### config.mk
export PLATFORM = sky130hd
export DESIGN_NAME = thermocouple_frame_averager_core_flat
export DESIGN_NICKNAME = d
export VERILOG_FILES = /design/src/rtl/tfa_pkg.sv /design/src/rtl/tfa_if.sv /design/src/rtl/tfa_datapath.sv /design/src/rtl/tfa_controller.sv /design/src/rtl/thermocouple_frame_averager_core.sv /design/src/flat_wrapper.sv
export SDC_FILE = /design/constraint.sdc
export NUM_CORES = 1
export LEC_CHECK = 0
export ABC_AREA = 0
export BUFFER_PORTS_ARGS = -buffer_cell sky130_fd_sc_hd__buf_2
export CAP_MARGIN = 20
export CORE_UTILIZATION = 30
export CTS_BUF_LIST = sky130_fd_sc_hd__clkbuf_4
export DETAILED_ROUTE_END_ITERATION = 7
export GPL_ROUTABILITY_DRIVEN = 1
export GPL_TIMING_DRIVEN = 0
export PLACE_DENSITY = 0.43
export REMOVE_ABC_BUFFERS = 1
export SKIP_CTS_REPAIR_TIMING = 1
export SYNTH_ARGS = -nofsm -noshare
export SYNTH_HDL_FRONTEND = slang
export SYNTH_SLANG_ARGS = --single-unit
### constraint.sdc
create_clock -name clk -period 14.1 [get_ports clk]
set_input_delay 0.705 -clock clk [delete_from_list [all_inputs] [get_ports clk]]
set_output_delay 0.705 -clock clk [all_outputs]
set_load 0.01 [all_outputs]
### src/rtl/tfa_pkg.sv
package tfa_pkg;

  localparam int WINDOW_LEN = 5;
  localparam int NUM_CH     = 3;
  localparam int NUM_VLD    = 2;   // channels that keep per-entry valid bits
  localparam int RAW_W      = 16;
  localparam int Q_W        = 13;
  localparam int OUT_W      = 15;
  localparam int OPEN_BIT   = 2;
  localparam int Q_LSB      = 3;

  localparam int POS_W  = (WINDOW_LEN > 1) ? $clog2(WINDOW_LEN) : 1;
  localparam int CNT_W  = $clog2(WINDOW_LEN + 1);
  localparam int SUM_W  = Q_W + CNT_W;
  localparam int DVD_W  = SUM_W + 3;          // holds 5 * sum
  localparam int DVS_W  = CNT_W + 1;          // holds 2 * count
  localparam int STEP_W = $clog2(DVD_W);

  localparam logic [POS_W-1:0]  LAST_POS  = POS_W'(WINDOW_LEN - 1);
  localparam logic [STEP_W-1:0] LAST_STEP = STEP_W'(DVD_W - 1);

  typedef struct packed {
    logic [RAW_W-1:0] raw_frame_ch1;
    logic [RAW_W-1:0] raw_frame_ch2;
    logic [RAW_W-1:0] raw_frame_ch3;
  } in_item_t;

  typedef struct packed {
    logic [OUT_W-1:0] temp_ch1_tenths;
    logic [OUT_W-1:0] temp_ch2_tenths;
    logic [OUT_W-1:0] temp_ch3_tenths;
    logic             fresh_ch1;
    logic             fresh_ch2;
  } out_item_t;

  typedef enum logic [2:0] {
    S_IDLE,
    S_SUM,
    S_PREP,
    S_DIV,
    S_DONE
  } state_t;

  typedef struct packed {
    logic load;
    logic sum_step;
    logic div_init;
    logic div_step;
    logic out_load;
  } cmd_t;

  typedef struct packed {
    logic sum_last;
    logic div_last;
    logic out_busy;
  } status_t;

endpackage

### src/rtl/tfa_if.sv
interface tfa_in_if import tfa_pkg::*; ();
  logic     valid;
  logic     ready;
  in_item_t data;

  modport source (output valid, output data, input ready);
  modport sink   (input valid, input data, output ready);
endinterface

interface tfa_out_if import tfa_pkg::*; ();
  logic      valid;
  logic      ready;
  out_item_t data;

  modport source (output valid, output data, input ready);
  modport sink   (input valid, input data, output ready);
endinterface

### src/rtl/tfa_datapath.sv
module tfa_datapath import tfa_pkg::*; (
  input  logic      clk,
  input  logic      rst,
  input  in_item_t  in_data,
  input  cmd_t      cmd,
  input  logic      out_ready,
  output logic      out_valid,
  output out_item_t out_data,
  output status_t   status
);

  logic [RAW_W-1:0]      raw      [NUM_CH];
  logic [NUM_CH-1:0]     ok;
  logic [Q_W-1:0]        q_in     [NUM_CH];
  logic [Q_W-1:0]        wval     [NUM_CH];

  logic [Q_W-1:0]        win      [NUM_CH][WINDOW_LEN];
  logic [WINDOW_LEN-1:0] win_ok   [NUM_VLD];
  logic [POS_W-1:0]      pos;
  logic                  full;
  logic [Q_W-1:0]        last_good;

  logic [Q_W-1:0]        cur_q    [NUM_CH];
  logic [NUM_CH-1:0]     cur_ok;

  logic [POS_W-1:0]      idx;
  logic [NUM_CH-1:0]     ent_ok;
  logic [SUM_W-1:0]      acc      [NUM_CH];
  logic [CNT_W-1:0]      cnt      [NUM_CH];

  logic [SUM_W-1:0]      num_sel  [NUM_CH];
  logic [CNT_W-1:0]      den_sel  [NUM_CH];
  logic [DVD_W-1:0]      dvd      [NUM_CH];
  logic [DVS_W-1:0]      dvs      [NUM_CH];
  logic [DVS_W-1:0]      rem      [NUM_CH];
  logic [DVS_W:0]        trial    [NUM_CH];
  logic [DVS_W:0]        diff     [NUM_CH];
  logic [NUM_CH-1:0]     ge;
  logic [STEP_W-1:0]     step;
  logic [NUM_CH-1:0]     nz;

  logic [OUT_W-1:0]      held     [NUM_CH];
  logic [OUT_W-1:0]      held_next[NUM_CH];

  assign raw[0] = in_data.raw_frame_ch1;
  assign raw[1] = in_data.raw_frame_ch2;
  assign raw[2] = in_data.raw_frame_ch3;

  always_comb begin
    for (int c = 0; c < NUM_CH; c++) begin
      ok[c]   = !raw[c][OPEN_BIT];
      q_in[c] = raw[c][Q_LSB +: Q_W];
    end
    wval[0] = ok[0] ? q_in[0] : '0;
    wval[1] = ok[1] ? q_in[1] : '0;
    // open probe on channel 3 falls back to its last good reading
    wval[2] = ok[2] ? q_in[2] : last_good;
  end

  // window write and position
  always_ff @(posedge clk) begin
    if (rst) begin
      pos       <= '0;
      full      <= 1'b0;
      last_good <= '0;
      for (int c = 0; c < NUM_VLD; c++) begin
        win_ok[c] <= '0;
      end
    end else if (cmd.load) begin
      pos       <= (pos == LAST_POS) ? '0 : pos + 1'b1;
      full      <= full | (pos == LAST_POS);
      last_good <= wval[2];
      for (int c = 0; c < NUM_VLD; c++) begin
        win_ok[c][pos] <= ok[c];
      end
    end
  end

  always_ff @(posedge clk) begin
    if (cmd.load) begin
      for (int c = 0; c < NUM_CH; c++) begin
        win[c][pos] <= wval[c];
        cur_q[c]    <= wval[c];
      end
      cur_ok <= {1'b1, ok[1:0]};
    end
  end

  // window sweep, one entry per cycle for all channels
  always_comb begin
    ent_ok[0] = win_ok[0][idx];
    ent_ok[1] = win_ok[1][idx];
    ent_ok[2] = 1'b1;
  end

  always_ff @(posedge clk) begin
    if (cmd.load) begin
      idx <= '0;
      for (int c = 0; c < NUM_CH; c++) begin
        acc[c] <= '0;
        cnt[c] <= '0;
      end
    end else if (cmd.sum_step) begin
      idx <= (idx == LAST_POS) ? '0 : idx + 1'b1;
      for (int c = 0; c < NUM_CH; c++) begin
        if (ent_ok[c]) begin
          acc[c] <= acc[c] + SUM_W'(win[c][idx]);
          cnt[c] <= cnt[c] + 1'b1;
        end
      end
    end
  end

  assign status.sum_last = (idx == LAST_POS);

  // until the window fills, a single sample is scaled on its own
  always_comb begin
    for (int c = 0; c < NUM_CH; c++) begin
      num_sel[c] = full ? acc[c] : SUM_W'(cur_q[c]);
      den_sel[c] = full ? cnt[c] : CNT_W'(cur_ok[c]);
    end
  end

  // restoring divider per channel: 5*sum / (2*count), one quotient bit a cycle
  always_comb begin
    for (int c = 0; c < NUM_CH; c++) begin
      trial[c] = {rem[c], dvd[c][DVD_W-1]};
      diff[c]  = trial[c] - {1'b0, dvs[c]};
      ge[c]    = (trial[c] >= {1'b0, dvs[c]});
    end
  end

  always_ff @(posedge clk) begin
    if (cmd.div_init) begin
      step <= '0;
      for (int c = 0; c < NUM_CH; c++) begin
        dvd[c] <= (DVD_W'(num_sel[c]) << 2) + DVD_W'(num_sel[c]);
        dvs[c] <= {den_sel[c], 1'b0};
        rem[c] <= '0;
        nz[c]  <= (den_sel[c] != '0);
      end
    end else if (cmd.div_step) begin
      step <= step + 1'b1;
      for (int c = 0; c < NUM_CH; c++) begin
        rem[c] <= ge[c] ? diff[c][DVS_W-1:0] : trial[c][DVS_W-1:0];
        dvd[c] <= {dvd[c][DVD_W-2:0], ge[c]};
      end
    end
  end

  assign status.div_last = (step == LAST_STEP);

  // output register; a channel with nothing valid keeps its old figure
  always_comb begin
    for (int c = 0; c < NUM_CH; c++) begin
      held_next[c] = nz[c] ? dvd[c][OUT_W-1:0] : held[c];
    end
  end

  always_ff @(posedge clk) begin
    if (rst) begin
      out_valid <= 1'b0;
      for (int c = 0; c < NUM_CH; c++) begin
        held[c] <= '0;
      end
    end else if (cmd.out_load) begin
      out_valid <= 1'b1;
      for (int c = 0; c < NUM_CH; c++) begin
        held[c] <= held_next[c];
      end
    end else if (out_ready) begin
      out_valid <= 1'b0;
    end
  end

  always_ff @(posedge clk) begin
    if (cmd.out_load) begin
      out_data.temp_ch1_tenths <= held_next[0];
      out_data.temp_ch2_tenths <= held_next[1];
      out_data.temp_ch3_tenths <= held_next[2];
      out_data.fresh_ch1       <= nz[0];
      out_data.fresh_ch2       <= nz[1];
    end
  end

  assign status.out_busy = out_valid & ~out_ready;

endmodule

### src/rtl/tfa_controller.sv
module tfa_controller import tfa_pkg::*; (
  input  logic    clk,
  input  logic    rst,
  input  logic    in_valid,
  input  status_t status,
  output logic    in_ready,
  output cmd_t    cmd
);

  state_t state;
  state_t state_next;

  always_ff @(posedge clk) begin
    if (rst) begin
      state <= S_IDLE;
    end else begin
      state <= state_next;
    end
  end

  always_comb begin
    state_next = state;
    case (state)
      S_IDLE: begin
        if (in_valid) state_next = S_SUM;
      end
      S_SUM: begin
        if (status.sum_last) state_next = S_PREP;
      end
      S_PREP: begin
        state_next = S_DIV;
      end
      S_DIV: begin
        if (status.div_last) state_next = S_DONE;
      end
      S_DONE: begin
        if (!status.out_busy) state_next = S_IDLE;
      end
      default: begin
        state_next = S_IDLE;
      end
    endcase
  end

  always_comb begin
    in_ready = 1'b0;
    cmd      = '0;
    case (state)
      S_IDLE: begin
        in_ready = 1'b1;
        cmd.load = in_valid;
      end
      S_SUM: begin
        cmd.sum_step = 1'b1;
      end
      S_PREP: begin
        cmd.div_init = 1'b1;
      end
      S_DIV: begin
        cmd.div_step = 1'b1;
      end
      S_DONE: begin
        // hold the finished result until the output register frees up
        cmd.out_load = !status.out_busy;
      end
      default: begin
        cmd = '0;
      end
    endcase
  end

endmodule

### src/rtl/thermocouple_frame_averager_core.sv
// A result is loaded into the output register after the input transfer, the window sweep,
// the divider set-up and the bit-serial divider, one quotient bit per cycle for all three
// channels. One item is in work at a time: a new input is taken only after its result is
// loaded, and loading waits while an earlier result is stalled.
// Reset (rst, synchronous): window valid bits, position, fill flag, last good value,
// held outputs and the controller are cleared; window data is not.
module thermocouple_frame_averager_core import tfa_pkg::*; (
  input logic      clk,
  input logic      rst,
  tfa_in_if.sink   sample,
  tfa_out_if.source result
);

  cmd_t      cmd;
  status_t   status;
  logic      out_valid;
  out_item_t out_data;
  logic      in_ready;

  tfa_controller u_ctrl (
    .clk      (clk),
    .rst      (rst),
    .in_valid (sample.valid),
    .status   (status),
    .in_ready (in_ready),
    .cmd      (cmd)
  );

  tfa_datapath u_dp (
    .clk       (clk),
    .rst       (rst),
    .in_data   (sample.data),
    .cmd       (cmd),
    .out_ready (result.ready),
    .out_valid (out_valid),
    .out_data  (out_data),
    .status    (status)
  );

  assign sample.ready = in_ready;
  assign result.valid = out_valid;
  assign result.data  = out_data;

  a_cmd_exclusive: assert property (@(posedge clk) disable iff (rst)
    $onehot0({cmd.load, cmd.sum_step, cmd.div_init, cmd.div_step, cmd.out_load}))
    else $error("more than one datapath command at once");

  a_no_overwrite: assert property (@(posedge clk) disable iff (rst)
    cmd.out_load |-> !(result.valid && !result.ready))
    else $error("pending result overwritten");

  a_one_in_flight: assert property (@(posedge clk) disable iff (rst)
    cmd.load |=> !sample.ready)
    else $error("second item taken while one is in work");

  a_result_shown: assert property (@(posedge clk) disable iff (rst)
    cmd.out_load |=> result.valid)
    else $error("loaded result not presented");

endmodule
### src/flat_wrapper.sv
// flat-port wrapper written by rule: the top's interface ports become plain ports
module thermocouple_frame_averager_core_flat import tfa_pkg::*;
  (clk, rst, sample_valid, sample_data, sample_ready, result_valid, result_data, result_ready);
  tfa_in_if sample_i ();
  tfa_out_if result_i ();
  input logic clk;
  input logic rst;
  input wire logic [$bits(sample_i.valid)-1:0] sample_valid;
  input wire logic [$bits(sample_i.data)-1:0] sample_data;
  output wire logic [$bits(sample_i.ready)-1:0] sample_ready;
  output wire logic [$bits(result_i.valid)-1:0] result_valid;
  output wire logic [$bits(result_i.data)-1:0] result_data;
  input wire logic [$bits(result_i.ready)-1:0] result_ready;
  assign sample_i.valid = sample_valid;
  assign sample_i.data = sample_data;
  assign sample_ready = sample_i.ready;
  assign result_valid = result_i.valid;
  assign result_data = result_i.data;
  assign result_i.ready = result_ready;
  thermocouple_frame_averager_core u_core (.clk(clk), .rst(rst), .sample(sample_i), .result(result_i));
endmodule
* Word level (Yosys, flattened, before mapping)
Memory sizes are Yosys's and may differ from the RTL's. Cells that the tools add are included.
Storage, ports and cells: register bits after elaboration 81, bits in latches 0, RAM bits 424, memory bits (read-only) 0, bits of input ports 52, output and inout bits 49, memories kept 9
Memory list:
- u_core.u_dp.win | words 3, width 65, rd ports 3, clocked after Yosys merged registers in 0, write ports 3, RTL line tfa_datapath.sv:17 | logic [Q_W-1:0] win [NUM_CH][WINDOW_LEN];
- u_core.u_dp.dvd | words 3, width 19, rd ports 3, clocked after Yosys merged registers in 0, write ports 3, RTL line tfa_datapath.sv:33 | logic [DVD_W-1:0] dvd [NUM_CH];
- u_core.u_dp.acc | words 3, width 16, rd ports 3, clocked after Yosys merged registers in 0, write ports 3, RTL line tfa_datapath.sv:28 | logic [SUM_W-1:0] acc [NUM_CH];
- u_core.u_dp.held | words 3, width 15, rd ports 3, clocked after Yosys merged registers in 0, write ports 3, RTL line tfa_datapath.sv:42 | logic [OUT_W-1:0] held [NUM_CH];
- u_core.u_dp.cur_q | words 3, width 13, rd ports 3, clocked after Yosys merged registers in 0, write ports 3, RTL line tfa_datapath.sv:23 | logic [Q_W-1:0] cur_q [NUM_CH];
- u_core.u_dp.rem | words 3, width 4, rd ports 3, clocked after Yosys merged registers in 0, write ports 3, RTL line tfa_datapath.sv:35 | logic [DVS_W-1:0] rem [NUM_CH];
- +3 memories
Operators by class: $add $sub $neg 15, multipliers 0, div/mod/pow operators 0, $lt $le $gt $ge 9, eq/ne operators 11, shift-type cells 0, multiplexer cells 98, bitwise operators 30, reductions and logical operators 11
Operator list (number):
- 13-bit 2-to-1 mux | 10
- 13-bit binary-select mux with 3-bit select | 3
- 16-bit 2-to-1 mux | 6
- 15-bit 2-to-1 mux | 6
- 65-bit 2-to-1 mux | 1
- 18-bit by 16-bit adder with 19-bit output | 3
- 19-bit 2-to-1 mux | 3
- 16-bit by 13-bit adder with 16-bit output | 3
- 1-bit 2-to-1 mux | 45
- 13-bit demux with 3-bit select | 1
- 3-bit 2-to-1 mux | 12
- 1-bit bitwise OR | 26
- 4-bit 2-to-1 mux | 6
- 3-bit by 1-bit adder with 3-bit output (second input constant) | 5
- 5-bit by 4-bit greater-or-equal comparator with 1-bit output | 3
- 3-bit case mux with 5 select lines | 1
- 4-bit subtractor | 3
- 3-bit equality test (second input constant) | 3
- 3-bit nonzero test | 3
- 4-bit greater-or-equal comparator (second input constant) | 2
- 3-bit by 4-bit less-than comparator with 1-bit output (second input constant) | 2
- 3-bit NOT with 4-bit output | 2
- 1-bit binary-select mux with 3-bit select | 2
- 3-bit by 2-bit equality test with 1-bit output (second input constant) | 2
- 16 further kinds | 21

* Longest topological paths before layout
Gate-level depths: netlist of the first run.
depth in word-level cells 8, gate-level depth with buffers 16, depth with buffers taken out 14

* Hierarchy
A second synthesis of the first run with hierarchy kept.
Second synthesis, totals: cells, all modules 1800, area, all modules 24134.4 um2
Modules (own cells, without submodules):
- tfa_datapath | instances 1, cells each 1780, area an instance 23933.0 um2, seq. area each 14814.2 um2
- tfa_controller | instances 1, cells each 20, area an instance 201.4 um2, seq. area each 60.1 um2

* Least setup slack after synthesis of the first run
Ideal clock, no wire load.
path kind reg2reg, start point register u_core.u_ctrl.state[2], end point memory u_core.u_dp.win_ok[0][2] (enable), setup time 312 ps, data arrival time 5449 ps, path slack 8339 ps, stages on the path, launching flop included 7, buffers on the path 2, clock period less this slack 5761 ps, path through dfxtp_1 -> buf_2 -> nor3_1 -> nand2_1 -> clkbuf_1 -> nor4_1 -> or2_2
RTL lines:
- start: declaration | RTL line tfa_controller.sv:10 | state_t state;
- start signal: assignment | RTL line tfa_controller.sv:17 | state <= state_next;
- end: declaration | RTL line tfa_datapath.sv:18 | logic [WINDOW_LEN-1:0] win_ok [NUM_VLD];

==> reports/metrics.csv, run 1 <==
stage,metric,value,unit
sta,setup_ws,9.40,ns
sta,rsz0062_at_grt,no,
yosys,synth_top_area_share,59.2,%
yosys,synth_seq_area_share,61.6,%
sta,clock.fmax,213,MHz
final_layout,post-route-util,35.4,%
worst_setup_path,r2r_slack,9.40,ns
yosys,yosys-top-cells-area,"edfxtp_1, ha_1, mux2_2, mux2i_1, a21oi_1",
power_and_ir_drop,p_leak,10.2,nW
routing,ant_nets,0,
worst_setup_path,cp_data_arrival_time,5.34,ns
placement,port_buffers,94,
cts,htree_levels,4,
cts,clk_latency,0.93,ns
routing,drcViolationCount,0,
worst_setup_path,slowest_stage,dfxtp_4,
worst_setup_path,path_cells,inv_1 -> nor2_4 -> buf_16 -> a21oi_1 -> o22ai_1 -> ha_1 -> inv_1 -> fa_1 -> nor2b_1 -> o31a_1 -> o21ai_1 -> a211o_1 -> a21boi_0 -> o21a_1 -> nor3_1,
worst_setup_path,worstReg2RegStart,u_core.u_dp.idx[0]$_SDFFE_PP0P_,
yosys,ys.flop_type,edfxtp_1,
yosys,async_reset_ff_share,0,%
cts,cts_buffers,145,
worst_setup_path,critPathKind,flop to flop,
die,die_area,81600,µm²
cts,path_clk_slew,0.07,ns
sta,worst_pin_slew,1.00,ns
global_route,grt_pass1_wl,91600,µm
cts,cts_tree,yes,
sta,maxSlewHeadroom,33.3,%
placement,hpwl,39000,µm
worst_setup_path,endpoint,u_core.u_dp.acc[0][28]$_SDFFCE_PP0P_,
yosys,synthTopCellsByCount,"edfxtp_1, nor2_1, a21oi_1",
yosys,syn_avg_cell_area,12.8,µm²
cts,root_buffer,clkbuf_4,
outcome,status,finished clean,
die,ios,101,
routing,post_drt_wl_per_cell,18.3,µm
routing,drtIter0Drc,788,
die,core-area,79300,µm²
worst_setup_path,worstSetupEndpointType,flop,
worst_setup_path,worstPathRequired,14.73,ns
placement,pre_cts_slack,9.35,ns
sta,hold_violations,0,
yosys,synth-compound-area-share,10.1,%
final_layout,drive_above_1_share,23.1,%
global_route,use_met3,3.25,%
die,die_w,286,µm
routing,num_vias,15300,
worst_setup_path,startpoint,u_core.u_dp.idx[0]$_SDFFE_PP0P_,
yosys,synthDistinctLibCells,65,
die,die_h,286,µm
cts,cts_buffer_depth,3,
routing,firstDrtPassIters,7,
yosys,synth_top_cell_by_area,edfxtp_1,
worst_setup_path,crit_path_max_incr_delay,0.83,ns
sta,setup_tns,0,ns
yosys,synth-simple-area-share,9.59,%
yosys,syn_area,24100,µm²
routing,routed_via_density,4.74,
worst_setup_path,startpoint_type,flop,
yosys,synthXorXnorAreaFrac,2.29,%
worst_setup_path,path_max_fanout,44,
die,start_util,30.5,%
sta,finClkSkew,0.0484,ns
global_route,grt_pass1_vias,15600,
power_and_ir_drop,power_density,142,nW/µm²
worst_setup_path,cpMostUsedCell,inv_1,
die,fp-row-count,103,
yosys,synthAdderAreaFrac,5.88,%
yosys,muxShareOfSynthArea,8.33,%
yosys,synth_top_family_by_area,compound AO/OA/AOI/OAI gates,
final_layout,layout.nets,2236,
sta,setup_viol_count_final,0,
global_route,grt_util_met1,20.2,%
power_and_ir_drop,total_power,0.00398,W
global_route,track_usage,14.7,%
worst_setup_path,r2r_cells,15,
yosys,synth_seq_cells,505,
global_route,antenna_found_initial,2,
yosys,synth_warnings,0,
yosys,synth_edf_count,476,
job,cap_viol_max_count,0,
routing,wl,59100,µm
sta,timing.final.crit_share,33.4,%
worst_hold_path,min_path_type,input port to flop,
global_route,overflow,0,
global_route,grt_max_degree,71,
sta,slew_viol_final,0,
sta,finalCriticalPeriod,4.70,ns
final_layout,syn_to_final_growth,16.2,%
global_route,grt_busiest_layer,met2,
global_route,use_met2,22.4,%
yosys,synth.most_common_cell,edfxtp_1,
yosys,synth_cells,1885,
cts,clock_sinks,505,
placement,globalplace.congestion,0.808,
power_and_ir_drop,ir_worst_vdd,0.0625,mV
worst_setup_path,r2r-end,u_core.u_dp.acc[0][28]$_SDFFCE_PP0P_,
-- cells in the final DEF (no fill, tap or decap), types with 8 or more instances in the layout --
master / n
ha_1: 99
a31oi_1: 10
xnor2_1: 32
or3_1: 8
mux2i_1: 84
o21a_1: 16
and3_1: 10
fa_1: 9
or2_2: 10
o22ai_1: 38
nor2_1: 153
a21o_1: 23
buf_4: 13
a211oi_1: 18
dfxtp_1: 25
buf_2: 94
nand2b_1: 14
nor2b_1: 84
nand2_1: 124
nand3_1: 26
a21oi_1: 149
o21ai_0: 71
and2_1: 24
inv_1: 51
clkbuf_4: 220
xor2_1: 31
mux2_2: 100
clkinv_1: 21
edfxtp_1: 476
nor3_1: 19
buf_12: 8
-- sequential cells by signal (all words and copies together), names as in the netlist, 5 cells and up --
signal,flops
u_core.u_dp.out_data,47
u_core.u_dp.held,45
u_core.u_dp.cnt,9
u_core.u_dp.win_ok,10
u_core.u_dp.rem,12
u_core.u_dp.cur_q,39
u_core.u_dp.dvs,9
u_core.u_dp.last_good,13
u_core.u_dp.step,5
u_core.u_dp.acc,48
u_core.u_dp.dvd,57
u_core.u_dp.win,195
-- layout make-up --
cell class,count,area (µm²)
diodes,1,2.50
clock buffers,220,1650
clock inverters,36,230
fillers,7819,51200
inverters,54,208
multi-input cells,1243,8800
flip-flops and latches,505,14900
well taps,1050,1310
repair buffers,127,972
-- worst min path at each step --
| stage | start | slack, ns | end | cells after the start |
|---|---|---|---|---|
| final | result_ready | 0.15 | u_core.u_dp.out_valid$_SDFFE_PP0P_ | 3 |
| after floorplan | u_core.u_dp.last_good[0]$_SDFFE_PP0P_ | 0.43 | u_core.u_dp.last_good[0]$_SDFFE_PP0P_ | 2 |
| after global routing | sample_data[14] | 0.10 | u_core.u_dp.win[0][167]$_DFFE_PP_ | 2 |
| after global placement | u_core.u_dp.last_good[7]$_SDFFE_PP0P_ | 0.44 | u_core.u_dp.last_good[7]$_SDFFE_PP0P_ | 2 |
| after CTS | result_ready | -0.005 | u_core.u_dp.out_valid$_SDFFE_PP0P_ | 3 |
| after detailed placement | u_core.u_dp.last_good[5]$_SDFFE_PP0P_ | 0.45 | u_core.u_dp.last_good[5]$_SDFFE_PP0P_ | 2 |
-- per-layer routing --
layer / wire length (µm) / vias to the layer above / part of all wire, %
met5: 10 / - / 0.017
met4: 1190 / 2 / 2.0
met3: 2480 / 100 / 4.2
met2: 26400 / 311 / 45
met1: 29000 / 7429 / 49
li1: - / 7494 / -
-- critical path: cells and delay by family, from the launching register on --
family	cells	cell delay, ns
DFF	1	0.83
adders and majority gates	2	0.66
AOI/OAI and AO/OA	7	1.37
and+or+nand+nor	3	0.98
buffers and inverters	3	0.56
-- through the flow --
| step | cell area [µm²] | instances | hold slack (ns) |
|---|---|---|---|
| 2_1_floorplan | 23800 | 1802 | 0.427 |
| 3_3_place_gp | 25600 | 2946 | 0.440 |
| 3_5_place_dp | 26200 | 2978 | 0.448 |
| 4_1_cts | 28000 | 3234 | -0.00469 |
| 5_1_grt | 28100 | 3236 | 0.100 |
| 6_report | 28100 | 3236 | 0.149 |
-- where the power goes --
group          internal [W]  switching (W)
Clock              0.000764       0.000630
Sequential          0.00174      0.0000525
Combinational      0.000324       0.000462
Total               0.00283        0.00114
-- logic make-up after synthesis --
logic type / count (synthesis)
DFF: 505
and+or+nand+nor: 490
AOI/OAI and AO/OA: 396
muxes: 186
buffers and inverters: 137
adders and majority gates: 108
xor gates and xnor gates: 63
Power figures use the tool's default switching activity.
==> inputs of run 2 (changes only) <==
Settings changed: ABC_AREA 0 to 1, PLACE_DENSITY 0.43 to 0.44.
Clock period 14.1 ns to 3.8 ns, I/O delays scaled along.
==> reports/metrics.csv, run 2 <==
stage,metric,value,unit,change
outcome,status,finished clean,,
worst_hold_path,min_path_type,input port to flop,,
final_layout,syn_to_final_growth,17.5,%,
power_and_ir_drop,power_density,639,nW/µm²,+350%
sta,setup_viol_count_final,0,,unchanged
global_route,grt_pass1_wl,105000,µm,+14%
routing,drcViolationCount,0,,unchanged
placement,port_buffers,94,,unchanged
placement,hpwl,44500,µm,+14%
routing,drtIter0Drc,1316,,+67%
final_layout,drive_above_1_share,12.5,%,-11 points
die,fp-row-count,106,,+2.9%
sta,finalCriticalPeriod,3.53,ns,-1.18 ns
worst_setup_path,slowest_stage,nor2_4,,
die,ios,101,,unchanged
sta,maxSlewHeadroom,27.6,%,-5.7 points
yosys,synth-compound-area-share,8.66,%,-1.4 points
worst_setup_path,worstSetupEndpointType,flop,,
die,die_h,294,µm,+3.0%
sta,timing.final.crit_share,92.8,%,+59 points
die,die_w,294,µm,+3.0%
placement,dpl_cell_area,27600,µm²,+5.4%
worst_setup_path,path_max_fanout,40,,-9.1%
yosys,synth_top_family_by_area,simple AND/OR/NAND/NOR gates,,
worst_setup_path,startpoint,u_core.u_ctrl.state[0]$_SDFFE_PP0P_,,
yosys,synth_top_area_share,55.8,%,-3.4 points
final_layout,biggestRegsByFlops,"u_core.u_dp.win (195), u_core.u_dp.dvd (57), u_core.u_dp.acc (48)",,
worst_setup_path,crit_buf_inv,3,,unchanged
yosys,yosys-top-cells-area,"edfxtp_1, nand2_1, inv_1, ha_1, a21oi_1",,
worst_setup_path,crit_path_max_incr_delay,0.67,ns,-0.16 ns
routing,wl_met1,33100,µm,+14%
sta,worst_pin_slew,1.08,ns,+0.0819 ns
power_and_ir_drop,p_leak,13.2,nW,+29%
worst_setup_path,startpoint_type,flop,,
global_route,antenna_found_initial,1,,-1
sta,whs,0.193,ns,+0.0434 ns
worst_setup_path,cp_data_arrival_time,4.15,ns,-1.19 ns
final_layout,largest-register,u_core.u_dp.win,,
global_route,grt_pass1_vias,18700,,+20%
final_layout,layout.nets,3136,,+40%
routing,highest_layer,met4,,
yosys,synthTopCellsByCount,"nand2_1, edfxtp_1, inv_1",,
worst_setup_path,cp.depth,8,,-7
routing,num_vias,19100,,+24%
routing,wl_met2,30100,µm,+14%
final_layout,post-route-util,35.8,%,+0.38 points
power_and_ir_drop,ir_worst_vdd,0.280,mV,+350%
job,cap_viol_max_count,0,,unchanged
routing,routed_via_density,4.52,,-4.7%
routing,post_drt_wl_per_cell,16.0,µm,-12%
final_layout,fin_cells,4219,,+30%
yosys,synthAdderAreaFrac,5.54,%,-0.34 points
sta,finClkSkew,0.0575,ns,+0.00905 ns
placement,place_inst,3910,,+31%
die,core-area,84100,µm²,+6.1%
worst_setup_path,path_cells,inv_1 -> nand2_1 -> nor2_2 -> nand2_2 -> inv_4 -> nand2_1 -> nor2_4 -> buf_12,,
yosys,synth.most_common_cell,nand2_1,,
yosys,syn_area,25600,µm²,+6.1%
cts,clock_sinks,505,,unchanged
yosys,synth-simple-area-share,19.7,%,+10 points
yosys,async_reset_ff_share,0,%,unchanged
cts,htree_levels,4,,unchanged
final_layout,final_cell_mix,"nand2_1, edfxtp_1, inv_1, nor2_1, clkbuf_4",,
routing,ant_nets,0,,unchanged
yosys,synth_seq_area_share,58.1,%,-3.5 points
yosys,syn_avg_cell_area,9.30,µm²,-27%
worst_setup_path,r2r_cells,8,,-7
worst_setup_path,cp_top_family,simple AND/OR/NAND/NOR gates,,
final_layout,stdcell_area,30100,µm²,+7.2%
yosys,synthXorXnorAreaFrac,0.616,%,-1.7 points
sta,clock.fmax,283,MHz,+33%
cts,clk_latency,0.97,ns,+0.04 ns
worst_setup_path,critPathKind,flop to flop,,
global_route,overflow,0,,unchanged
yosys,synth_edf_count,476,,unchanged
global_route,grt_max_degree,81,,+14%
cts,cts_buffers,141,,-2.8%
worst_hold_path,min_from,sample_data[35],,
yosys,ys.flop_type,edfxtp_1,,
die,start_util,30.5,%,about the same
yosys,synthDistinctLibCells,41,,-37%
sta,hold_violations,0,,unchanged
worst_setup_path,worstPathRequired,4.42,ns,-10.31 ns
yosys,muxShareOfSynthArea,0,%,-8.3 points
final_layout,nFillCells,8594,,+9.9%
die,die_area,86500,µm²,+6.0%
worst_hold_path,min_path_cells,4,,+1
worst_setup_path,cpMostUsedCell,nand2_1,,
sta,slew_viol_final,0,,unchanged
routing,firstDrtPassIters,7,,unchanged
routing,wl,67500,µm,+14%
cts,cts_buffer_depth,3,,unchanged
yosys,synth_top_cell_by_area,edfxtp_1,,
yosys,synth_seq_cells,505,,unchanged
final_layout,largest_register_ffs,195,,unchanged
cts,cts_tree,yes,,
worst_setup_path,worstReg2RegStart,u_core.u_ctrl.state[0]$_SDFFE_PP0P_,,
cts,path_clk_slew,0.06,ns,about the same
global_route,track_usage,15.7,%,+1.0 points
yosys,synth_warnings,0,,unchanged
routing,met3_length,2790,µm,+12%
cts,root_buffer,clkbuf_4,,
placement,globalplace.congestion,0.843,,+4.3%
power_and_ir_drop,total_power,0.0192,W,+380%
final_layout,final_common_cell,nand2_1,,
yosys,synth_cells,2754,,+46%
==> run 2: changes by cell type after synthesis, sizes merged, moves of 49 or more <==
cell | previous run | this run
nand3 | 26 | 153
nor2b | 84 | 2
nand2 | 126 | 797
inv | 54 | 379
a21oi | 150 | 199
nor2 | 156 | 249
o21ai | 78 | 144
mux2 | 100 | 0
mux2i | 84 | 0
==> run 2: final timing paths <==
path	slack, ns	endpoint
setup reg to reg	0.27	u_core.u_dp.win[0][96]$_DFFE_PP_
hold reg to reg	0.45	u_core.u_dp.last_good[10]$_SDFFE_PP0P_
hold / removal	0.19	u_core.u_dp.win[0][0]$_DFFE_PP_
setup / recovery	0.27	u_core.u_dp.win[0][96]$_DFFE_PP_
==> run 2: final cells by class <==
type | count | area (µm²) | share of cell area, %
Clock inverter | 39 | 292 | 0.969
Clock buffer | 212 | 1590 | 5.29
Inverter | 379 | 1440 | 4.79
Antenna cell | 1 | 2.50 | 0.00832
Multi-Input combinational cell | 1778 | 8950 | 29.8
Tap cell | 1134 | 1420 | 4.72
Sequential cell | 505 | 14900 | 49.5
Timing Repair Buffer | 171 | 1500 | 5.00
==> run 2: cell families (layout without fill, tap and decap cells) <==
family          after synthesis  in the layout
simple gates               1253           1254
flops                       505            505
buf+inv                     472            801
compound gates              398            398
fa+ha+maj                   108            108
xor+xnor                     18             18
other cells                   0              1
==> run 2: tightest hold or removal path, cell delays in order <==
cell and delay [ns]:
dlygate4sd3_1 0.53, buf_2 0.15, inv_1 0.05, nor2_1 0.06
==> run 2: per-stage QoR <==
| stage | setup slack (ns) | TNS [ns] |
|---|---|---|
| 6_report | 0.272 | 0 |
| 2_1_floorplan | -0.548 | -67.21 |
| 5_1_grt | -0.0124 | -0.111 |
| 3_5_place_dp | -0.0781 | -0.479 |
| 4_1_cts | -0.0954 | -0.909 |
| 3_3_place_gp | -4.06 | -1200.56 |
==> run 2: where the power goes <==
| group | switching, W | total [W] | internal, W |
|---|---|---|---|
| combinational | 0.00443 | 0.00675 | 0.00232 |
| clock | 0.00232 | 0.00520 | 0.00288 |
| sequential | 0.000382 | 0.00727 | 0.00689 |
==> run 2: per-layer routing <==
layer / global-route usage [%] / vias up
met5: 0 / -
met4: 5.73 / 0
met3: 3.28 / 113
met2: 24.3 / 356
met1: 21.6 / 8866
li1: - / 9717
